[src/design/cau_pkg.sv]
// Shared operation codes, status codes and control types of the complex arithmetic unit.
package cau_pkg;

  localparam int KIND_W   = 3;
  localparam int STATUS_W = 2;

  // Operation selector codes.
  localparam logic [KIND_W-1:0] KIND_ADD   = 3'd0;
  localparam logic [KIND_W-1:0] KIND_SUB   = 3'd1;
  localparam logic [KIND_W-1:0] KIND_MUL   = 3'd2;
  localparam logic [KIND_W-1:0] KIND_NEG   = 3'd3;
  localparam logic [KIND_W-1:0] KIND_RECIP = 3'd4;

  // Result status codes.
  localparam logic [STATUS_W-1:0] STATUS_OK   = 2'd0;
  localparam logic [STATUS_W-1:0] STATUS_SAT  = 2'd1;
  localparam logic [STATUS_W-1:0] STATUS_DIV0 = 2'd2;

  // Control that travels with each item through the pipeline.
  typedef struct packed {
    logic              valid;
    logic [KIND_W-1:0] kind;
  } cau_ctl_t;

endpackage

[src/design/cau_front.sv]
// Front pipeline: operand register, products and sums, exact combined values and magnitude.
module cau_front #(
  parameter int W = 16
) (
  input  logic                 clk,
  input  logic                 rst,
  input  cau_pkg::cau_ctl_t    in_ctl,
  input  logic signed [W-1:0]  a_re,
  input  logic signed [W-1:0]  a_im,
  input  logic signed [W-1:0]  b_re,
  input  logic signed [W-1:0]  b_im,
  output cau_pkg::cau_ctl_t    out_ctl,
  output logic signed [2*W:0]  v_re,
  output logic signed [2*W:0]  v_im,
  output logic [2*W-1:0]       den,
  output logic [W-1:0]         amag_re,
  output logic [W-1:0]         amag_im
);

  localparam int PW = 2 * W;
  localparam int VW = 2 * W + 1;

  cau_pkg::cau_ctl_t   ctl_a, ctl_b;
  logic signed [W-1:0] ar, ai, br, bi;

  logic signed [PW-1:0] p_rr, p_ii, p_ri, p_ir, sq_r, sq_i;
  logic signed [W:0]    lin_re, lin_im;
  logic [W-1:0]         mag_re_b, mag_im_b;

  logic signed [W:0]    lin_re_next, lin_im_next;
  logic signed [W:0]    ar_x, ai_x, br_x, bi_x;
  logic signed [VW-1:0] v_re_next, v_im_next;

  // Stage A: capture operands.
  always_ff @(posedge clk) begin
    if (rst) begin
      ctl_a.valid <= 1'b0;
    end else begin
      ctl_a.valid <= in_ctl.valid;
    end
    ctl_a.kind <= in_ctl.kind;
    ar <= a_re;
    ai <= a_im;
    br <= b_re;
    bi <= b_im;
  end

  assign ar_x = {ar[W-1], ar};
  assign ai_x = {ai[W-1], ai};
  assign br_x = {br[W-1], br};
  assign bi_x = {bi[W-1], bi};

  // Linear result for add, subtract and negate.
  always_comb begin
    case (ctl_a.kind)
      cau_pkg::KIND_ADD: begin
        lin_re_next = ar_x + br_x;
        lin_im_next = ai_x + bi_x;
      end
      cau_pkg::KIND_SUB: begin
        lin_re_next = ar_x - br_x;
        lin_im_next = ai_x - bi_x;
      end
      default: begin
        lin_re_next = -ar_x;
        lin_im_next = -ai_x;
      end
    endcase
  end

  // Stage B: the six products, the linear result and the magnitude of a.
  always_ff @(posedge clk) begin
    if (rst) begin
      ctl_b.valid <= 1'b0;
    end else begin
      ctl_b.valid <= ctl_a.valid;
    end
    ctl_b.kind <= ctl_a.kind;
    p_rr       <= ar * br;
    p_ii       <= ai * bi;
    p_ri       <= ar * bi;
    p_ir       <= ai * br;
    sq_r       <= ar * ar;
    sq_i       <= ai * ai;
    lin_re     <= lin_re_next;
    lin_im     <= lin_im_next;
    mag_re_b   <= ar[W-1] ? W'(-ar) : W'(ar);
    mag_im_b   <= ai[W-1] ? W'(-ai) : W'(ai);
  end

  // Select the exact unscaled value of each part.
  always_comb begin
    case (ctl_b.kind)
      cau_pkg::KIND_MUL: begin
        v_re_next = VW'(p_rr) - VW'(p_ii);
        v_im_next = VW'(p_ri) + VW'(p_ir);
      end
      cau_pkg::KIND_ADD, cau_pkg::KIND_SUB, cau_pkg::KIND_NEG: begin
        v_re_next = VW'(lin_re);
        v_im_next = VW'(lin_im);
      end
      default: begin
        v_re_next = '0;
        v_im_next = '0;
      end
    endcase
  end

  // Stage C: combined values and the squared magnitude.
  always_ff @(posedge clk) begin
    if (rst) begin
      out_ctl.valid <= 1'b0;
    end else begin
      out_ctl.valid <= ctl_b.valid;
    end
    out_ctl.kind <= ctl_b.kind;
    v_re         <= v_re_next;
    v_im         <= v_im_next;
    den          <= PW'($unsigned(sq_r)) + PW'($unsigned(sq_i));
    amag_re      <= mag_re_b;
    amag_im      <= mag_im_b;
  end

endmodule

[config.mk]
export PLATFORM = sky130hd
export DESIGN_NAME = cau_front
export DESIGN_NICKNAME = d
export VERILOG_FILES = /design/src/design/cau_pkg.sv /design/src/design/cau_front.sv
export SDC_FILE = /design/constraint.sdc
export NUM_CORES = 2
export LEC_CHECK = 0
export BUFFER_PORTS_ARGS = -buffer_cell sky130_fd_sc_hd__buf_2
export CAP_MARGIN = 20
export CORE_MARGIN = 2
export CORE_UTILIZATION = 35
export DETAILED_ROUTE_END_ITERATION = 6
export PLACE_DENSITY = 0.55
export SLEW_MARGIN = 30
export SYNTH_ARGS = -nofsm -noshare
export SYNTH_HDL_FRONTEND = slang
export SYNTH_SLANG_ARGS = --single-unit
[constraint.sdc]
create_clock -name clk -period 17 [get_ports clk]
set_input_delay 2.55 -clock clk [delete_from_list [all_inputs] [get_ports clk]]
set_output_delay 2.55 -clock clk [all_outputs]
set_load 0.005 [all_outputs]
After elaboration in Yosys (flattened, before gate mapping) --
Cells that the tools add are included.
Word-level totals: bits in registers 464, bits of input ports 70, output and inout bits 134, logic and storage cells 57
Cells by class: $add $sub $neg 11, multiply operators 6, eq/ne operators 4, mux-type cells 6, reductions and logical operators 3
Operators by type and width (count):
- multiplier 16 x 16 -> 32 bit | 6
- case mux 33 bit (2 select lines) | 2
- case mux 17 bit (2 select lines) | 2
- adder 16 x 16 -> 17 bit | 2
- negation 16 -> 17 bit | 2
- subtractor 16 x 16 -> 17 bit | 2
- adder 32 x 32 -> 33 bit | 1
- subtractor 32 x 32 -> 33 bit | 1
- adder 32 bit | 1
- negation 16 bit | 2
- two-way mux 15 bit | 2
- equality test 3 x 1 -> 1 bit, second input constant | 2
- equality test 3 x 2 -> 1 bit, second input constant | 2
- zero test 3 bit | 2
- OR reduction 3 bit | 1

Depth between registers and ports, before layout --
word-level depth 3, depth in mapped cells 27

Worst setup path after synthesis --
Ideal clock, no wire load.
kind reg-to-reg, start point reg ai[9], end point reg p_ir[31], arrival time 6.706 ns, required time 16.928 ns, setup slack 10.222 ns, stages on the path, launching flop included 25, path buffers 3, path through dfxtp_1 clkbuf_1 clkbuf_1 clkbuf_1 nand2_1 fa_1 fa_1 fa_1 inv_1 fa_1 fa_1 inv_1 fa_1 inv_1 ha_1 a21o_1 a21o_1 a2111oi_4 nor3_1 a2111oi_2 o21ba_1 nor2_1 a211o_1 a21oi_1 xnor2_1
Between the ends: longest elaborated chain between the ends 1
RTL lines:
- from (decl) | line cau_front.sv:24 | logic signed [W-1:0] ar, ai, br, bi;
- from (signal assigned) | line cau_front.sv:43 | ai <= a_im;
- multiplier 16 x 16 -> 32 bit | line cau_front.sv:82 | p_ir <= ai * br;
- to (signal assigned) | line cau_front.sv:82
- to (decl) | line cau_front.sv:26 | logic signed [PW-1:0] p_rr, p_ii, p_ri, p_ir, sq_r, sq_i;
No other way between the ends. A chain may end at the register's enable or synchronous reset.

Final worst setup path --
start point reg bi[6], end point reg p_ri[31]
Between the ends: longest elaborated chain between the ends 1
RTL lines:
- from (decl) | line cau_front.sv:24
- from (signal assigned) | line cau_front.sv:45 | bi <= b_im;
- multiplier 16 x 16 -> 32 bit | line cau_front.sv:81 | p_ri <= ar * bi;
- to (signal assigned) | line cau_front.sv:81
- to (decl) | line cau_front.sv:26
No other way between the ends.

==> results_dict.tcl <==
set metrics [dict create \
    dp_hpwl_um 161000 \
    ctsHtreeMaxLevel 3 \
    r2r-end "p_ri[31]$_DFF_P_" \
    worstPathArrival_ns 8.44 \
    critical_path.endpoint "p_ri[31]$_DFF_P_" \
    synth_area_leaders "fa_1, dfxtp_1, ha_1, inv_1, and2_1" \
    r2r_cells 23 \
    nFillCells 21000 \
    synth_top_family_by_area "adder cells" \
    die_area_um2 215000 \
    synth_xor_area_share_pct 4.89 \
    fin_crit_ns 7.85 \
    wl_per_cell_um 19.2 \
    coreArea_um2 210000 \
    ff2ff_setup_slack_ns 9.15 \
    row_count 168 \
    cp_cell_sequence "buf_4 -> clkinv_1 -> nor2_1 -> fa_1 -> inv_1 -> fa_1 -> fa_1 -> inv_1 -> fa_1 -> fa_1 -> inv_1 -> fa_1 -> inv_1 -> ha_1 -> nand4_1 -> o31ai_1 -> o22ai_1 -> o21ai_0 -> nand4_1 -> a31oi_1 -> o21a_1 -> nor2_1 -> xnor2_1" \
    synth-simple-area-share_pct 12.4 \
    place.gp.congestion 0.896 \
    crit_slowest_cell "clkinv_1" \
    cts_root_buffer "clkbuf_16" \
    critPathBufInv 6 \
    viasPerCell 4.86 \
    ys_seq_area_share_pct 12.4 \
    place.port_buffers 203 \
    hold_viol 0 \
    cp-start-kind "register" \
    grt_overflow 0 \
    cp-startpoint "bi[6]$_DFF_P_" \
    cts_setup_buffers 0 \
    nets 10300 \
    critPathTopFamily "adder cells" \
    async_reset_ff_share_pct 0 \
    path_clk_slew_ns 0.06 \
    critical_path.max_stage_delay_ns 0.71 \
    ant_nets 0 \
    rsz0062_at_grt "false" \
    worstMarginPinSlew_ns 1.02 \
    status "completed" \
    pre_cts_ws_ns 9.32 \
    synth_ff_type "dfxtp_1" \
    totalWireLength_um 209000 \
    hold_ws_ns 0.316 \
    initial_core_util_pct 35.3 \
    cts_buffers 68 \
    maxCapViolations 0 \
    drt_first_pass_iters 6 \
    synth_compound_area_share_pct 7.13 \
    multi_input_area_um2 56700 \
    ys_seq_elements 460 \
    period_share_pct 46.2 \
    cts_sinks 460 \
    synth-edff-count 0 \
    fmax_mhz 127 \
    worstSkewPairLatency_ns 0.72 \
    cp.required_ns 17.59 \
    syn_nets 10200 \
    cts_max_path_buffers 3 \
    synthMuxAreaShare_pct 0.0963 \
    fp.dieH_um 464 \
    drc 0 \
    cts_resized 0 \
    path_class "register to register" \
    grt_pass1_wl_um 332000 \
    grt_usage_pct 20.1 \
    synth.avg_cell_area_um2 9.29 \
    tritoncts "done" \
    worst-path-stages 23 \
    syn_inst 7966 \
    fin_ws_ns 9.15 \
    clock_skew_ns 0.0394 \
    mostFrequentLayoutCell "inv_1" \
    synth.distinct_cells 82 \
    drive_above_1_share_pct 6.35 \
    cp-end-kind "register" \
    report.final.slew_viol_count 0 \
    yosysWarnings 0 \
    antenna_found_initial 11 \
    setup_viol 0 \
    finalSetupTns_ns 0 \
    final-seq-area_um2 9250 \
    maxSlewHeadroom_pct 32.1 \
    hold_path_class "register to register" \
    grt_pass1_vias 57000 \
    netlist.area_leader.share_pct 41.1 \
    yosysTopAreaCell "fa_1" \
    syn_area_um2 74000 \
    syn_to_final_growth_pct 8.88 \
    num_vias 52900 \
    worstReg2RegStart "bi[6]$_DFF_P_" \
    synth-adder-area-share_pct 52.0 \
    grt_max_degree 64 \
    io_pins 204 \
    worstPathMaxFanout 18 \
    drt_iter0_markers 3389 \
    fp.dieW_um 464 \
    layout_common_cells "inv_1, fa_1, nand2_1" \
    critical_path.most_common_cell "fa_1" \
    postCtsHoldBufs 0 \
]
==> per-layer routing <==
metal	vias up	share of wire, %	GRT usage [%]
li1	24000	-	-
met1	27100	44	27.3
met2	1523	46	32.2
met3	290	6.2	3.08
met4	2	4.3	7.81
met5	-	0.0096	0
==> per-stage QoR <==
| stage | utilization (%) | std cells | cell area, µm² |
|---|---|---|---|
| after CTS | 38.4 | 10900 | 80600 |
| final | 38.4 | 10900 | 80600 |
| after detailed placement | 37.2 | 10800 | 78200 |
| after global placement | 37.2 | 10800 | 78100 |
| after global routing | 38.4 | 10900 | 80600 |
| after floorplan | - | 7966 | 74000 |
==> Yosys cell counts (7+ instances only) <==
library cell  count
buf_1            22
a211o_1          10
nand2b_1         52
fa_1           1520
ha_1            646
nand3_1          54
a31oi_1          26
nand2_1         777
a211oi_1         25
a21oi_1         229
nor4_1            7
inv_1          1837
o21bai_1         29
a21o_1          149
clkinv_1         10
nor2_1          371
or4_1             8
a31o_2           16
nor2b_1          34
clkbuf_1        299
a2111oi_0         8
and3_1           25
dfxtp_1         460
xor2_1          111
and2_1          478
xnor2_1         302
nor3_1           45
nand4_1          10
or3_1            27
or2_2            18
o31ai_1          16
o211ai_1         18
o31a_1            8
o21ai_0         170
o21a_1           40
==> cell type report <==
| class | instances | share of cell area, % |
|---|---|---|
| multi-input cells | 5333 | 70.3 |
| flip-flops and latches | 460 | 11.5 |
| inverters | 1850 | 8.62 |
| well taps | 2805 | 4.35 |
| clock buffers | 85 | 2.34 |
| repair buffers | 303 | 2.19 |
| clock inverters | 38 | 0.669 |
| diodes | 14 | 0.0435 |
==> worst min-delay path by stage <==
| stage | from | endpoint | slack [ns] | cells past startpoint |
|---|---|---|---|---|
| 6_report | mag_im_b[7]$_DFF_P_ | amag_im[7]$_DFF_P_ | 0.32 | 0 |
| 5_1_grt | mag_im_b[7]$_DFF_P_ | amag_im[7]$_DFF_P_ | 0.32 | 0 |
| 4_1_cts | mag_im_b[7]$_DFF_P_ | amag_im[7]$_DFF_P_ | 0.32 | 0 |
| 3_5_place_dp | mag_im_b[6]$_DFF_P_ | amag_im[6]$_DFF_P_ | 0.31 | 0 |
| 3_3_place_gp | mag_im_b[9]$_DFF_P_ | amag_im[9]$_DFF_P_ | 0.31 | 0 |
| 2_1_floorplan | mag_im_b[10]$_DFF_P_ | amag_im[10]$_DFF_P_ | 0.31 | 0 |
==> registers in the layout (all words and copies together), names as in the netlist, 17 cells and up <==
name,flops
lin_re,17
v_im,33
p_ii,32
sq_r,31
p_ir,32
p_rr,32
v_re,33
lin_im,17
p_ri,32
den,32
sq_i,31
==> cell families (layout without fill, tap and decap cells) <==
kind of cell / count (synthesis) / count (layout)
adders and majority gates: 2166 / 2166
DFF: 460 / 460
AOI/OAI and AO/OA: 815 / 815
muxes: 7 / 7
other: 0 / 14
buffers and inverters: 2173 / 2276
and+or+nand+nor: 1932 / 1932
xor gates and xnor gates: 413 / 413
Power is not shown: default switching activity piles up to over one toggle a cycle in this logic, so the estimate is an artifact.
