`src/design/cau_div_step.sv`:
```
// One restoring division stage for both parts, producing one quotient bit each.
module cau_div_step #(
  parameter int W     = 16,
  parameter int RW    = 48,
  parameter int DW    = 32,
  parameter int SHIFT = 0,
  parameter int SW    = 8
) (
  input  logic          clk,
  input  logic          rst,
  input  logic          in_valid,
  input  logic [RW-1:0] in_rem_re,
  input  logic [RW-1:0] in_rem_im,
  input  logic [W-1:0]  in_q_re,
  input  logic [W-1:0]  in_q_im,
  input  logic [DW-1:0] in_den,
  input  logic [SW-1:0] in_side,
  output logic          out_valid,
  output logic [RW-1:0] out_rem_re,
  output logic [RW-1:0] out_rem_im,
  output logic [W-1:0]  out_q_re,
  output logic [W-1:0]  out_q_im,
  output logic [DW-1:0] out_den,
  output logic [SW-1:0] out_side
);

  logic [RW-1:0] dsh;
  logic          take_re, take_im;
  logic [W-1:0]  qbit;

  assign dsh     = RW'(in_den) << SHIFT;
  assign take_re = in_rem_re >= dsh;
  assign take_im = in_rem_im >= dsh;
  assign qbit    = W'(1) << SHIFT;

  // Subtract the shifted divisor where it fits and set the quotient bit.
  always_ff @(posedge clk) begin
    if (rst) begin
      out_valid <= 1'b0;
    end else begin
      out_valid <= in_valid;
    end
    out_rem_re <= take_re ? in_rem_re - dsh : in_rem_re;
    out_rem_im <= take_im ? in_rem_im - dsh : in_rem_im;
    out_q_re   <= take_re ? (in_q_re | qbit) : in_q_re;
    out_q_im   <= take_im ? (in_q_im | qbit) : in_q_im;
    out_den    <= in_den;
    out_side   <= in_side;
  end

endmodule

```
`config.mk`:
```
export PLATFORM = sky130hd
export DESIGN_NAME = cau_div_step
export DESIGN_NICKNAME = d
export VERILOG_FILES = /design/src/design/cau_div_step.sv
export SDC_FILE = /design/constraint.sdc
export NUM_CORES = 1
export LEC_CHECK = 0
export ABC_CLOCK_PERIOD_IN_PS = 5600
export BUFFER_PORTS_ARGS = -buffer_cell sky130_fd_sc_hd__buf_2
export CORE_MARGIN = 3
export CORE_UTILIZATION = 40
export CTS_BUF_LIST = sky130_fd_sc_hd__clkbuf_4
export CTS_CLUSTER_SIZE = 40
export DETAILED_ROUTE_END_ITERATION = 6
export GPL_TIMING_DRIVEN = 0
export MAX_ROUTING_LAYER = met4
export PLACE_DENSITY = 0.68
export RECOVER_POWER = 25
export SYNTH_ARGS = -nofsm -noshare
export SYNTH_HDL_FRONTEND = slang
export SYNTH_SLANG_ARGS = --single-unit
```
`constraint.sdc`:
```
create_clock -name clk -period 5.6 [get_ports clk]
set_input_delay 0.56 -clock clk [delete_from_list [all_inputs] [get_ports clk]]
set_output_delay 0.56 -clock clk [all_outputs]
set_load 0.01 [all_outputs]
```
After elaboration in Yosys (flattened, before gate mapping)
Index checks and enable logic that the tools add are counted.
- register bits: 169
- word-level logic and storage cells: 15
- multiplexer cells: 2
- $lt $le $gt $ge: 2
- add/subtract/negate cells: 2
- operator list (cell ; count):
    greater-or-equal comparator 48 x 32 -> 1 bit ; 2
    two-way mux 48 bit ; 2
    subtractor 48 x 32 -> 48 bit ; 2

Depth between registers and ports, before layout
Gate-level depths: netlist (run 1).
- word-level depth: 2
- gate-level depth with buffers: 12
- gate-level depth less buffers: 11

Least setup slack after synthesis (run 1)
OpenSTA, ideal clock, no wires.
- kind: input to register
- start: input in_den[2]
- end: register out_rem_re[29]
- arrival: 2.753 ns
- path buffers: 1
- setup slack: 2.758 ns
- cell stages on the path: 11
- cells stage by stage: inv_1 -> ha_1 -> nor2b_1 -> o31a_1 -> o311a_1 -> o31ai_2 -> and2_1 -> buf_6 -> nor3_1 -> mux2_4 -> a311oi_2
- longest elaborated chain between the ends: 2
- RTL lines (element ; RTL line ; text):
    start, declared ; 16 ; input logic [DW-1:0] in_den,
    subtractor 48 x 32 -> 48 bit / greater-or-equal comparator 48 x 32 -> 1 bit (equally long branches) ; 43, 32 ;
    two-way mux 48 bit * ; 43 ; out_rem_re <= take_re ? in_rem_re - dsh : in_rem_re;
    end signal, assigned ; 43 ;
    end, declared ; 19 ; output logic [RW-1:0] out_rem_re,
Mark *: on every way between the ends. The rest lies on a longest branch, timed or not.
A chain may end at the register's enable or synchronous reset.

Worst setup path in the final report (run 1)
- start: input in_den[15]
- end: register out_rem_im[1]
- longest elaborated chain between the ends: 2
- RTL lines (element ; RTL line ; text):
    greater-or-equal comparator 48 x 32 -> 1 bit ; 33 ; assign take_im = in_rem_im >= dsh;
    two-way mux 48 bit ; 44 ; out_rem_im <= take_im ? in_rem_im - dsh : in_rem_im;
    end signal, assigned ; 44 ;
    end, declared ; 20 ; output logic [RW-1:0] out_rem_im,
No other way between the ends.

==> impl_metrics.py, run 1 <==
metrics = {
    "placement": {
        "dpl.hpwl_microns": 24300,
        "routabilityCongestion": 0.903,
        "dp.cells": 1630,
        "io_buffers": 338,
    },
    "floorplanning": {
        "num_io_pins": 340,
        "start_util_pct": 41.2,
        "die_h_microns": 154,
        "num_rows": 53,
        "coreArea_sq_mm": 0.0212,
        "dieArea_sq_mm": 0.0237,
        "die_w_microns": 154,
    },
    "worst_setup_path": {
        "cp-end-kind": "flip-flop",
        "cp.required_ps": 6030,
        "worst_ep_arrival_time_ps": 3560,
        "crit_type": "in -> reg",
        "critPathMaxFanout": 10,
        "start_kind": "input port",
    },
    "timing": {
        "finalSetupViolations": 0,
        "tightest_slew_ps": 786,
        "rsz0062_at_grt": "false",
        "hold_viol_final": 0,
        "slew_viol_final": 0,
        "fin_tns_setup_ps": 0,
        "max_freq_mhz": 320,
        "min_period_over_period_pct": 55.8,
        "relSlewSlack_pct": 47.5,
        "fin_crit_ps": 3130,
    },
    "run_status": {
        "outcome": "complete, no violations",
    },
    "layout": {
        "layoutNonFillerInstCount": 1665,
        "fin_nets": 1611,
        "areaGrowthSynthToFinish_pct": 26.3,
        "drive_above_1_share_pct": 26.8,
    },
    "cts": {
        "clk_path_buf_depth": 2,
        "cts_tree": "done",
        "clkSinkCount": 169,
        "cts.repair.resized": 0,
        "post_cts_buffers": 0,
        "cts_root_buf": "clkbuf_4",
        "path_clk_slew_ps": 160,
        "cts_buffers": 17,
        "postCtsHoldBufs": 0,
        "htreeDepth": 4,
    },
    "route": {
        "vias": 8697,
        "post_drt_wl_per_cell_microns": 17.7,
        "initialDrtViolationCount": 722,
        "drtAntennaViolNets": 0,
        "routed_via_density": 5.22,
        "post-route-drc-count": 0,
        "routed_wl_microns": 29500,
        "drtPass1Iterations": 5,
    },
    "worst_hold_path": {
        "hold_path.class": "in -> reg",
        "whs_endpoint": "out_side[1]",
        "hold_depth": 1,
        "hold_start": "in_side[1]",
    },
    "synthesis": {
        "synth.distinct_cells": 70,
        "synth_edf_count": 0,
        "yosys_register_bits": 169,
        "yosys_warnings": 0,
        "syn_area_per_cell_sq_um": 8.60,
        "syn-cell-area_sq_mm": 0.00874,
        "yosysSeqAreaShare_pct": 38.7,
        "synth_flop_cell": "dfxtp_1",
        "syn_inst": 1017,
        "synth-async-reset-ratio_pct": 0,
        "syn_nets": 1254,
    },
    "power": {
        "irDropWorstVdd_mv": 0.122,
        "p_leak_nw": 5.09,
        "pwr_density_cell_mw_per_mm2": 276,
    },
    "grt": {
        "grt_pass1_vias": 8266,
        "grt_max_degree": 17,
        "antenna_found_initial": 4,
        "overflow": 0,
        "grt_pass1_wl_microns": 44600,
        "grt_usage_pct": 24.3,
    },
    "job": {
        "cap_violations": 0,
    },
}
==> per-stage QoR <==
| step | total power [mW] | instance area, sq um | hold WS, ps | setup WS, ps | util (%) |
|---|---|---|---|---|---|
| 2_1_floorplan | 1.94 | 8740 | 588 | 2760 | - |
| 3_3_place_gp | 2.30 | 10800 | 662 | 1890 | 50.8 |
| 3_5_place_dp | 2.30 | 10800 | 664 | 1890 | 50.8 |
| 4_1_cts | 3.07 | 11100 | 14.0 | 2520 | 52.2 |
| 5_1_grt | 3.21 | 11000 | 8.42 | 2350 | 52.0 |
| 6_report | 3.05 | 11000 | 61.0 | 2470 | 52.0 |
==> final cells by class <==
cell class	instances	area (sq um)
inverter	50	188
clock buffer	18	135
multi-input combinational	762	5010
clock inverter	13	163
sequential	169	3380
fill	2111	10200
tap	275	344
antenna	4	10.0
timing repair buffer	338	1650
buffer	36	158
==> cells in the mapped netlist, types with 3 or more instances <==
cell type  instances  area share, %
or4_1              3           0.26
a21boi_0           5           0.43
a21oi_1           70            4.0
nand2b_1           9           0.64
nor3b_1            4           0.34
and2_1             4           0.29
nand2_1          121            5.2
a211o_1            4           0.40
o31a_1             3           0.30
nand3b_1           4           0.34
or3_1              7           0.50
nor4_1             8           0.57
mux2_2             4           0.52
nor2_1            66            2.8
o22ai_1            4           0.29
nand3_1           21            1.2
and3_1             6           0.43
dfxtp_1          169             39
clkbuf_1          23           0.99
a21o_1            25            2.1
nor2b_1            8           0.57
xor2_1            40            4.0
nor3_1            23            1.3
o31ai_1            4           0.34
o21ai_0           90            5.2
nand4_1           17            1.2
buf_2             11           0.63
or2_2              5           0.36
a211oi_1           5           0.43
o21a_1            10           0.86
inv_1             50            2.1
xnor2_1           47            4.7
a31oi_1            6           0.43
ha_1              64            9.2
o21bai_1          14            1.2
nand4b_1           3           0.30
and4_1             6           0.60
a31o_2             4           0.40
o211ai_1          12            1.0
==> report_power, final <==
part           leakage (nW)  total, mW  switching [mW]  internal [mW]
clock                 0.151      0.769           0.488          0.281
sequential             1.43       1.39          0.0345           1.35
combinational          3.51      0.892           0.529          0.363
total                  5.09       3.05            1.05           1.99
==> cells in the final DEF (no fill, tap or decap), drive strengths merged, types with 8 or more instances in the layout <==
| cell | instances |
|---|---|
| buf | 315 |
| dfxtp | 169 |
| nand2 | 122 |
| o21ai | 92 |
| clkbuf | 77 |
| a21oi | 70 |
| nor2 | 66 |
| ha | 64 |
| inv | 55 |
| xnor2 | 47 |
| xor2 | 40 |
| a21o | 25 |
| nor3 | 23 |
| nand3 | 21 |
| nand4 | 17 |
| o21bai | 14 |
| o211ai | 12 |
| o21a | 10 |
| nand2b | 9 |
| nor4 | 9 |
| nor2b | 8 |
==> metal layers <==
metal  track usage, %  share of wire, %
met5                -                 0
met3             4.45               5.9
met1             31.2                44
met2             39.6                48
met4             6.85               2.0
==> critical path, stage by stage <==
cell and delay [ps]:
buf_2 100, inv_1 160, ha_1 260, clkbuf_1 200, a21oi_1 370, nand2b_1 90
o31ai_1 270, nand3_1 200, a211oi_2 460, buf_2 370, buf_2 300, o21ai_0 210
==> worst max-delay path by stage <==
stage | startpoint | endpoint
floorplan | in_den[2] | out_rem_re[29]
global placement | in_den[15] | out_rem_im[1]
detailed placement | in_den[15] | out_rem_im[1]
CTS | in_den[15] | out_rem_im[1]
global route | in_den[15] | out_rem_im[1]
finish | in_den[15] | out_rem_im[1]
==> registers in the layout, summed over array words and instances (netlist names) <==
register and cells:
out_q_im 16, out_side 8, out_valid 1, out_den 32, out_q_re 16, out_rem_re 48, out_rem_im 48
==> kinds of logic (layout without fill, tap and decap cells) <==
kind of cell	count (synthesis)	after routing	synth area share, %
other	0	4	0
multiplexers	7	7	0.916
XOR/XNOR	87	87	8.72
buffers and inverters	86	455	3.95
AO/OA/AOI/OAI	283	283	20.5
flip-flops	169	169	38.7
AND/OR/NAND/NOR	319	319	17.6
adder cells (fa/ha/maj)	66	66	9.62
No activity file was read; power rests on OpenSTA's default activity.
==> inputs of run 2 (changes only) <==
ABC_CLOCK_PERIOD_IN_PS = 2600   (was 5600)
PLACE_DENSITY = 0.7   (was 0.68)
clock period = 2.6 ns   (was 5.6 ns; I/O delays follow)
==> run 2 against run 1 <==
The flow now finishes with violations (negative setup slack); final cell count increased by 11%; utilization is 8.7 points higher; sequential power up 110%; via count grew 9.3%; die area stayed put; first-iteration DRC count shrank 2.4%; sequential share of layout area decreased by 4.4 points; largest cell class unchanged.
==> impl_metrics.py, run 2 (synthesis gave the netlist of run 1 again) <==
metrics = {
    "worst_setup_path": {
        "slowest_delay_ps": 540,
        "critPathMaxFanout": 9,
        "crit_type": "in -> reg",
        "cp.required_ps": 3110,
        "cp-end-kind": "flip-flop",
        "crit_chain": "dlygate4sd3_1 > buf_2 > ha_2 > and4_1 > nand3_1 > nor3_1 > o31ai_2 > nand2_2 > o211ai_1 > nor3b_1 > xor2_1",
        "worst_ep_arrival_time_ps": 3160,
        "start_kind": "input port",
        "crit_path_top_delay_cell": "dlygate4sd3_1",
    },
    "layout": {
        "layout_common_cells": "322 x buf_2, 174 x dlygate4sd3_1, 169 x dfxtp_1, 120 x nand2_1, 89 x o21ai_0",
        "drive_above_1_share_pct": 25.3,
        "fin_nets": 1785,
        "stdcell_area_sq_mm": 0.0129,
        "mostFrequentLayoutCell": "buf_2",
        "multi_input_area_sq_mm": 0.00509,
        "fillers": 1879,
        "regArea_sq_mm": 0.00338,
        "top_regs": "out_rem_im: 48 flops, out_rem_re: 48 flops, out_den: 32 flops",
        "areaGrowthSynthToFinish_pct": 47.4,
    },
    "timing": {
        "hold_viol_final": 0,
        "finalSetupViolations": 1,
        "min_period_over_period_pct": 102,
        "max_freq_mhz": 377,
        "setup_ws_ps": -52.0,
        "fin_tns_setup_ps": -52.0,
        "tightest_slew_ps": 615,
        "slew_viol_final": 0,
        "fin_crit_ps": 2650,
        "rsz0062_at_grt": "true",
        "relSlewSlack_pct": 59.0,
    },
    "power": {
        "pwr_density_cell_mw_per_mm2": 530,
        "irDropWorstVdd_mv": 0.271,
        "p_leak_nw": 5.86,
    },
    "cts": {
        "post_cts_buffers": 0,
        "clkSinkCount": 169,
        "clk_path_buf_depth": 2,
        "cts_root_buf": "clkbuf_4",
        "cts_buffers": 17,
        "cts_tree": "done",
        "path_clk_slew_ps": 160,
        "htreeDepth": 4,
    },
    "placement": {
        "dpl-instance-area_sq_mm": 0.0108,
        "dpl.hpwl_microns": 24600,
        "io_buffers": 338,
        "place_worst_setup_slack_ps": -590,
        "routabilityCongestion": 0.941,
    },
    "floorplanning": {
        "die_w_microns": 154,
        "num_rows": 53,
        "coreArea_sq_mm": 0.0212,
        "die_h_microns": 154,
        "num_io_pins": 340,
        "start_util_pct": 41.2,
        "dieArea_sq_mm": 0.0237,
    },
    "grt": {
        "grt_busiest_layer": "met2",
        "met1_usage_pct": 32.9,
        "grt_pass1_wl_microns": 50300,
        "grt_pass1_vias": 9513,
        "grt_use_met2_pct": 46.3,
        "grt_max_degree": 17,
        "grtUsageMet3_pct": 4.64,
        "overflow": 0,
        "grt_usage_pct": 27.3,
        "antenna_found_initial": 7,
    },
    "route": {
        "drtPass1Iterations": 5,
        "post-route-drc-count": 0,
        "vias": 9506,
        "initialDrtViolationCount": 705,
        "post_drt_wl_per_cell_microns": 17.6,
        "drtAntennaViolNets": 0,
        "routed_via_density": 5.16,
        "routed_wl_microns": 32500,
    },
    "run_status": {
        "failed_checks": "negative setup slack",
        "outcome": "finished, violations left",
    },
    "job": {
        "cap_violations": 0,
    },
    "worst_hold_path": {
        "hold_path.class": "in -> reg",
    },
}
[run 2: final cells by class]
| class | count | area share (%) |
|---|---|---|
| multi-input cells | 762 | 39.5 |
| repair buffers | 512 | 26.4 |
| flip-flops and latches | 169 | 26.3 |
| well taps | 275 | 2.67 |
| inverters | 50 | 1.46 |
| plain buffers | 36 | 1.26 |
| clock inverters | 13 | 1.21 |
| clock buffers | 19 | 1.11 |
| diodes | 7 | 0.136 |
[run 2: what timing repair did]
item | 4_1_cts | 5_1_grt
endpoints found under the setup margin | 0 | 67
hold buffers | 174 | 0
hold endpoints to repair | 168 | 0
resized for setup | 0 | 23
[run 2: where the power goes]
part | leakage [nW] | internal [mW] | switching, mW
Sequential | 1.43 | 2.91 | 0.0737
Combinational | 4.27 | 0.965 | 1.21
Clock | 0.158 | 0.623 | 1.04
Total | 5.86 | 4.50 | 2.33
[run 2: critical path, delay by kind of cell]
family                   cells  cell delay, ps
AO/OA/AOI/OAI                2             420
XOR/XNOR                     1             200
adder cells (fa/ha/maj)      1             390
buffers and inverters        2             680
AND/OR/NAND/NOR              5            1210
[run 2: layer usage]
layer  part of all wire [%]  up-vias  wire length (microns)
met1                     43     4436                  13900
met4                    2.7        0                    864
li1                       -     4675                      -
met3                    5.4       50                   1750
met2                     49      345                  16000
met5                      0        -                      0
[run 2: metrics by stage]
step | total power [mW] | hold WS, ps | cells | utilization (%)
2_1_floorplan | 4.17 | 288 | 1017 | -
3_3_place_gp | 4.95 | 362 | 1630 | 50.8
3_5_place_dp | 4.97 | 364 | 1630 | 50.8
4_1_cts | 6.80 | 1.50 | 1836 | 60.4
5_1_grt | 7.19 | 34.7 | 1843 | 60.7
6_report | 6.82 | 44.6 | 1843 | 60.7
[run 2: final timing paths]
kind,depth (start not counted),from,to
setup / recovery,11,in_rem_re[22],out_rem_re[36]
hold / removal,4,in_rem_im[34],out_rem_im[36]
